[config.mk]
export PLATFORM = sky130hd
export DESIGN_NAME = tmt_front
export DESIGN_NICKNAME = d
export VERILOG_FILES = /design/src/sv/assert_macros.svh /design/src/sv/tmt_pkg.sv /design/src/sv/tmt_front.sv
export SDC_FILE = /design/constraint.sdc
export NUM_CORES = 1
export LEC_CHECK = 0
export BUFFER_PORTS_ARGS = -buffer_cell sky130_fd_sc_hd__buf_2
export CAP_MARGIN = 20
export CORE_ASPECT_RATIO = 1.5
export CORE_MARGIN = 3
export CORE_UTILIZATION = 56
export DETAILED_ROUTE_END_ITERATION = 10
export PLACE_DENSITY = 0.88
export SYNTH_ARGS = -nofsm -noshare
export SYNTH_HDL_FRONTEND = slang
export SYNTH_SLANG_ARGS = --single-unit
[constraint.sdc]
create_clock -name clk -period 8.4 [get_ports clk]
set_input_delay 1.68 -clock clk [delete_from_list [all_inputs] [get_ports clk]]
set_output_delay 1.68 -clock clk [all_outputs]
set_load 0.02 [all_outputs]
[src/sv/assert_macros.svh]
// Assertion helpers. Empty when SYNTHESIS is defined.
`ifndef ASSERT_MACROS_SVH
`define ASSERT_MACROS_SVH
`ifndef SYNTHESIS
`define ASSERT_IMPLY(label, clk, rst, a, b) \
  label: assert property (@(posedge clk) disable iff (rst) (a) |-> (b)) \
    else $error("assertion failed");
`define ASSERT_NEXT(label, clk, rst, a, b) \
  label: assert property (@(posedge clk) disable iff (rst) (a) |=> (b)) \
    else $error("assertion failed");
`else
`define ASSERT_IMPLY(label, clk, rst, a, b)
`define ASSERT_NEXT(label, clk, rst, a, b)
`endif
`endif

[src/sv/tmt_pkg.sv]
package tmt_pkg;

  localparam int TICK_W  = 31;
  localparam int DUR_W   = 31;
  localparam int TEMPO_W = 24;
  localparam int TPQ_W   = 15;
  localparam int MIN_W   = 32;
  localparam int TIME_W  = 63;
  localparam int DELTA_W = 33;
  localparam int IN_DATA_W  = 88;
  localparam int OUT_DATA_W = 128;

  localparam logic [1:0] OP_CLEAR   = 2'd0;
  localparam logic [1:0] OP_LOAD    = 2'd1;
  localparam logic [1:0] OP_BUILD   = 2'd2;
  localparam logic [1:0] OP_CONVERT = 2'd3;

  localparam logic [1:0] ST_OK        = 2'd0;
  localparam logic [1:0] ST_FULL      = 2'd1;
  localparam logic [1:0] ST_NOT_BUILT = 2'd2;

  localparam logic CFG_TPQ = 1'b0;
  localparam logic CFG_MIN = 1'b1;

  localparam logic [TPQ_W-1:0]   TPQ_RESET     = 15'd480;
  localparam logic [TEMPO_W-1:0] DEFAULT_TEMPO = 24'd500000;

  typedef struct packed {
    logic [1:0]         op;
    logic [TICK_W-1:0]  tick;
    logic [DUR_W-1:0]   dur;
    logic               with_dur;
    logic [TEMPO_W-1:0] tempo;
  } tmt_item_t;

  typedef struct packed {
    logic               go;
    logic [TEMPO_W-1:0] tempo;
    logic [DELTA_W-1:0] delta;
  } tmt_span_req_t;

  function automatic logic [TIME_W-1:0] sat_add(input logic [TIME_W-1:0] a,
                                                 input logic [TIME_W-1:0] b);
    logic [TIME_W:0] s;
    s = {1'b0, a} + {1'b0, b};
    return s[TIME_W] ? {TIME_W{1'b1}} : s[TIME_W-1:0];
  endfunction

endpackage

[src/sv/tmt_front.sv]
module tmt_front import tmt_pkg::*; (
  input  logic                 clk,
  input  logic                 rst,
  input  logic                 s_tvalid,
  output logic                 s_tready,
  input  logic [IN_DATA_W-1:0] s_tdata,
  input  logic [1:0]           s_tuser,
  output logic                 item_valid,
  output tmt_item_t            item,
  input  logic                 pop
);

  tmt_item_t  q [2];
  logic       wp, rp;
  logic [1:0] fill;
  tmt_item_t  unpacked;
  logic       push;

  always_comb begin
    unpacked.op       = s_tuser;
    unpacked.tick     = s_tdata[30:0];
    unpacked.dur      = s_tdata[61:31];
    unpacked.with_dur = s_tdata[62];
    unpacked.tempo    = s_tdata[86:63];
  end

  assign s_tready   = (fill != 2'd2);
  assign push       = s_tvalid && s_tready;
  assign item_valid = (fill != 2'd0);
  assign item       = q[rp];

  always_ff @(posedge clk) begin
    if (push) begin
      q[wp] <= unpacked;
    end
    if (rst) begin
      wp   <= 1'b0;
      rp   <= 1'b0;
      fill <= 2'd0;
    end else begin
      if (push) wp <= ~wp;
      if (pop) rp <= ~rp;
      fill <= fill + {1'b0, push} - {1'b0, pop};
    end
  end

endmodule

* Word-level counts from Yosys, hierarchy flattened
Memory sizes are Yosys's and may differ from the RTL's. A register that Yosys moved wholly into a read port is not among the register bits.
Index checks and enable logic that the tools add are counted.
** Word-level totals
- Register bits after elaboration :: 4
- Bits in latches :: 0
- Memory bits (writable) :: 178
- ROM bits :: 0
- Input bits :: 94
- Output and inout bits :: 91
- Word-level logic and storage cells :: 15
- Memories :: 1
** Cells by class
- $add $sub $neg :: 2
- Multipliers :: 0
- Div/mod/pow operators :: 0
- Order comparisons :: 0
- Eq/ne operators :: 1
- Shift operators :: 0
- Muxes and demuxes :: 4
- Bitwise logic cells :: 2
- Reductions and logical operators :: 2
** Memory list
- q :: words 2, width 89, rd ports 1, clocked after Yosys merged registers in 1, wr ports 1, RTL line tmt_front.sv:13 : tmt_item_t q [2];
** Operators with widths (count)
- $mux W1 :: 4
- $add A2 B1 Y2 :: 1
- $ne A2 B2 Y1 const B :: 1
- $not A1 Y1 :: 2
- $reduce_bool A2 Y1 :: 1
- $sub A2 B1 Y2 :: 1
- $logic_and A1 B1 Y1 :: 1

* Longest topological paths before layout
- Depth in word-level cells :: 4
- Gate-level depth with buffers :: 7
- Gate-level depth less buffers :: 7

* Worst setup path before layout
OpenSTA, ideal clock, no wires.
- Path kind :: input-to-reg
- Start point :: in s_tvalid
- End point :: mem q[1][0] in the netlist's numbering, enable pin
- Setup time :: 0.458 ns
- Data arrival time :: 3.798 ns
- Required time :: 7.942 ns
- Path slack :: 4.144 ns
- Cell stages on the path :: 1
- Path buffers :: 0
- Cells stage by stage :: and3_1
** Between the ends
- Cells in the longest elaborated chain, start to end :: 3
** RTL lines
- from (decl) :: RTL line tmt_front.sv:4 : input logic s_tvalid,
- $logic_and A1 B1 Y1 :: RTL line tmt_front.sv:28 : assign push = s_tvalid && s_tready;
- $mux W1 :: RTL line tmt_front.sv:33 : if (push) begin
- $mux W1 (not written as such) :: RTL line tmt_front.sv:34 : q[wp] <= unpacked;
- to (decl) :: RTL line tmt_front.sv:13
Every way passes these cells.

==> reports/metrics.yaml <==
critical_path:
  crit_arrival_ns: 1.87
  cp.required_ns: 6.72
  reg2reg_slack_ns: 6.08
  cp_top_family: "flip-flops"
  slowest_stage: "dfxtp_4"
  worstSetupPathType: "flip-flop to primary output"
  worstRegToRegCells: 4
  crit_cells: 3
  path_buf_inv: 2
  worst-path-max-fanout: 75
  r2r_end: "q[0][9]"
  r2r-start: "fill[0]"
  max_stage_delay_ns: 0.49
  crit_chain: "buf_16 -> mux2_2 -> buf_2"
  critPathCaptureType: "primary output"
  startpoint_type: "flip-flop"
cells_and_area:
  finalInstanceArea_mm2: 0.00835
  layoutNonFillerInstCount: 663
  final_common_cell: "buf_2"
  drive_above_1_share: 0.587
  antennaDiodeCount: 0
  area_delta_synth_final_pct: 25.3
  final_cell_mix: "buf_2 (183), edfxtp_1 (178), mux2_2 (79)"
  nNetsFinal: 596
sta:
  fin_crit_sh: 0.423
  final.setup_skew_ns: 0.00711
  tightest_slew_ns: 0.803
  setup_tns_ns: 0
  fmax_ghz: 0.282
  finalSetupViolations: 0
  hold-worst-slack_ns: 0.553
  hold_viol_final: 0
  period_needed_ns: 3.55
  slew_violations: 0
  rsz0062_at_grt: "false"
  maxSlewHeadroom: 0.464
synthesis:
  yosysUniqueCellTypes: 23
  ys_warn_count: 0
  syn_nets: 401
  synth_cells: 306
  synth.cell_area_mm2: 0.00667
  synth_seq_area_share: 0.817
  ys_ff_latch: 183
  avgSynthCellArea_um2: 21.8
clock_network:
  cts_hold_buffers: 0
  path_clk_slew_ns: 0.06
  tritoncts: "yes"
  clock_path_buffers: 2
  cts_setup_buffers: 0
  clock_latency_ns: 0.41
  root_buffer: "clkbuf_16"
  htree_levels: 4
  cts_buffers: 17
  cts_num_sinks: 183
  cts.repair.resized: 0
worst_hold_path:
  hold_end: "rp"
  hp-start: "rp"
  holdCritPathClass: "flip-flop to flip-flop"
  hold-path-cell-count: 2
drt:
  vias_per_cell: 5.22
  drc: 0
  first_pass_iters: 6
  vias: 3459
  ant_nets: 0
  drt-initial-drc-count: 112
  wirelength_um: 12300
  post_drt_wl_per_cell_um: 18.5
outcome:
  status: "finished, final reports clean"
floorplan:
  core_mm2: 0.0116
  rows: 48
  dieArea_mm2: 0.0133
  fp.dieW_um: 95.1
  die_h_um: 140
  io_pins: 185
  initial_core_util: 0.575
power_and_ir_drop:
  pwr-share-seq: 0.511
  p_total_w: 0.00218
  p_sw_w: 0.000528
  p_int_w: 0.00165
  pwr-share-clk: 0.346
  vdd_drop_max_mv: 0.189
  comb_power_share: 0.142
  powerDensity_mw_per_mm2: 261
  switching_share: 0.242
  cellLeakagePower_nw: 3.13
grt:
  overflow: 0
  grt_max_degree: 90
  antenna_found_initial: 2
  grt_pass1_vias: 3819
  grt_pass1_wl_um: 18500
  grt.total_usage: 0.190
placement:
  dp_hpwl_um: 8200
  dp_cells: 631
  placed_area_mm2: 0.00775
  portBuffers: 183
  gp_congestion: 0.759
job:
  max-cap-violations: 0
==> kinds of logic after synthesis <==
| logic type | share of synthesized area |
|---|---|
| DFF | 0.817 |
| muxes | 0.150 |
| buffers and inverters | 0.0116 |
| and+or+nand+nor | 0.0118 |
| AOI/OAI and AO/OA | 0.00469 |
| xor gates and xnor gates | 0.00263 |
| adders and majority gates | 0.00188 |
==> cells in the mapped netlist, drive strengths merged <==
cell type | count | area (um2)
edfxtp | 178 | 5350
dfxtp | 5 | 100
a21boi | 1 | 7.51
nor2b | 1 | 6.26
inv | 4 | 15.0
buf | 10 | 62.6
a21oi | 1 | 5.00
a2111oi | 1 | 8.76
or4b | 1 | 10.0
ha | 1 | 12.5
nand3b | 1 | 7.51
nand4b | 1 | 8.76
mux2 | 89 | 1000
or2 | 1 | 6.26
nand4 | 2 | 12.5
nand2 | 1 | 3.75
a21bo | 1 | 10.0
nand2b | 1 | 6.26
xnor2 | 2 | 17.5
and3 | 1 | 6.26
nor2 | 3 | 11.3
==> per-layer routing <==
metal  global-route usage  vias up  wire (um)
li1                     -     1601          -
met4                0.102        4        522
met5                    0        -         22
met3               0.0633       40        743
met2                0.340      143       6950
met1                0.187     1671       4030
==> cell type report <==
| class | instances | area (um2) |
|---|---|---|
| Fill cell | 734 | 3240 |
| Inverter | 4 | 16.3 |
| Sequential cell | 183 | 5450 |
| Clock inverter | 14 | 148 |
| Timing Repair Buffer | 186 | 978 |
| Clock buffer | 17 | 425 |
| Tap cell | 150 | 188 |
| Multi-Input combinational cell | 109 | 1150 |
==> registers in the layout (all words and copies together), names as in the netlist, named ones only <==
name  count
q       178
fill      2
wp        1
rp        1
==> how the worst max path moves through the flow <==
stage               from       end
3_5_place_dp    s_tvalid  q[0][39]
3_3_place_gp    s_tvalid   q[0][9]
4_1_cts        flip-flop  item[70]
6_report       flip-flop  item[70]
2_1_floorplan   s_tvalid   q[1][0]
5_1_grt        flip-flop  item[70]
==> power by group through the flow <==
stage	logic (W)	registers [W]	clock network, W
2_1_floorplan	0.000203	0.00113	0
4_1_cts	0.000300	0.00113	0.000775
6_report	0.000310	0.00111	0.000755
5_1_grt	0.000332	0.00112	0.000806
3_3_place_gp	0.000287	0.00114	0
3_5_place_dp	0.000298	0.00115	0
==> worst reg2reg max path: cells and delay by family (launching register included) <==
family / cells / cell delay, ns
simple gates: 2 / 0.35
buf+inv: 2 / 1.23
flops: 1 / 0.36
==> per-stage QoR <==
step | utilization | setup WS (ns)
4_1_cts | 0.718 | 4.52
5_1_grt | 0.721 | 4.76
3_3_place_gp | 0.666 | 4.87
3_5_place_dp | 0.669 | 4.81
6_report | 0.721 | 4.85
2_1_floorplan | - | 4.14
Note: power is estimated with default switching activity, not from simulation.
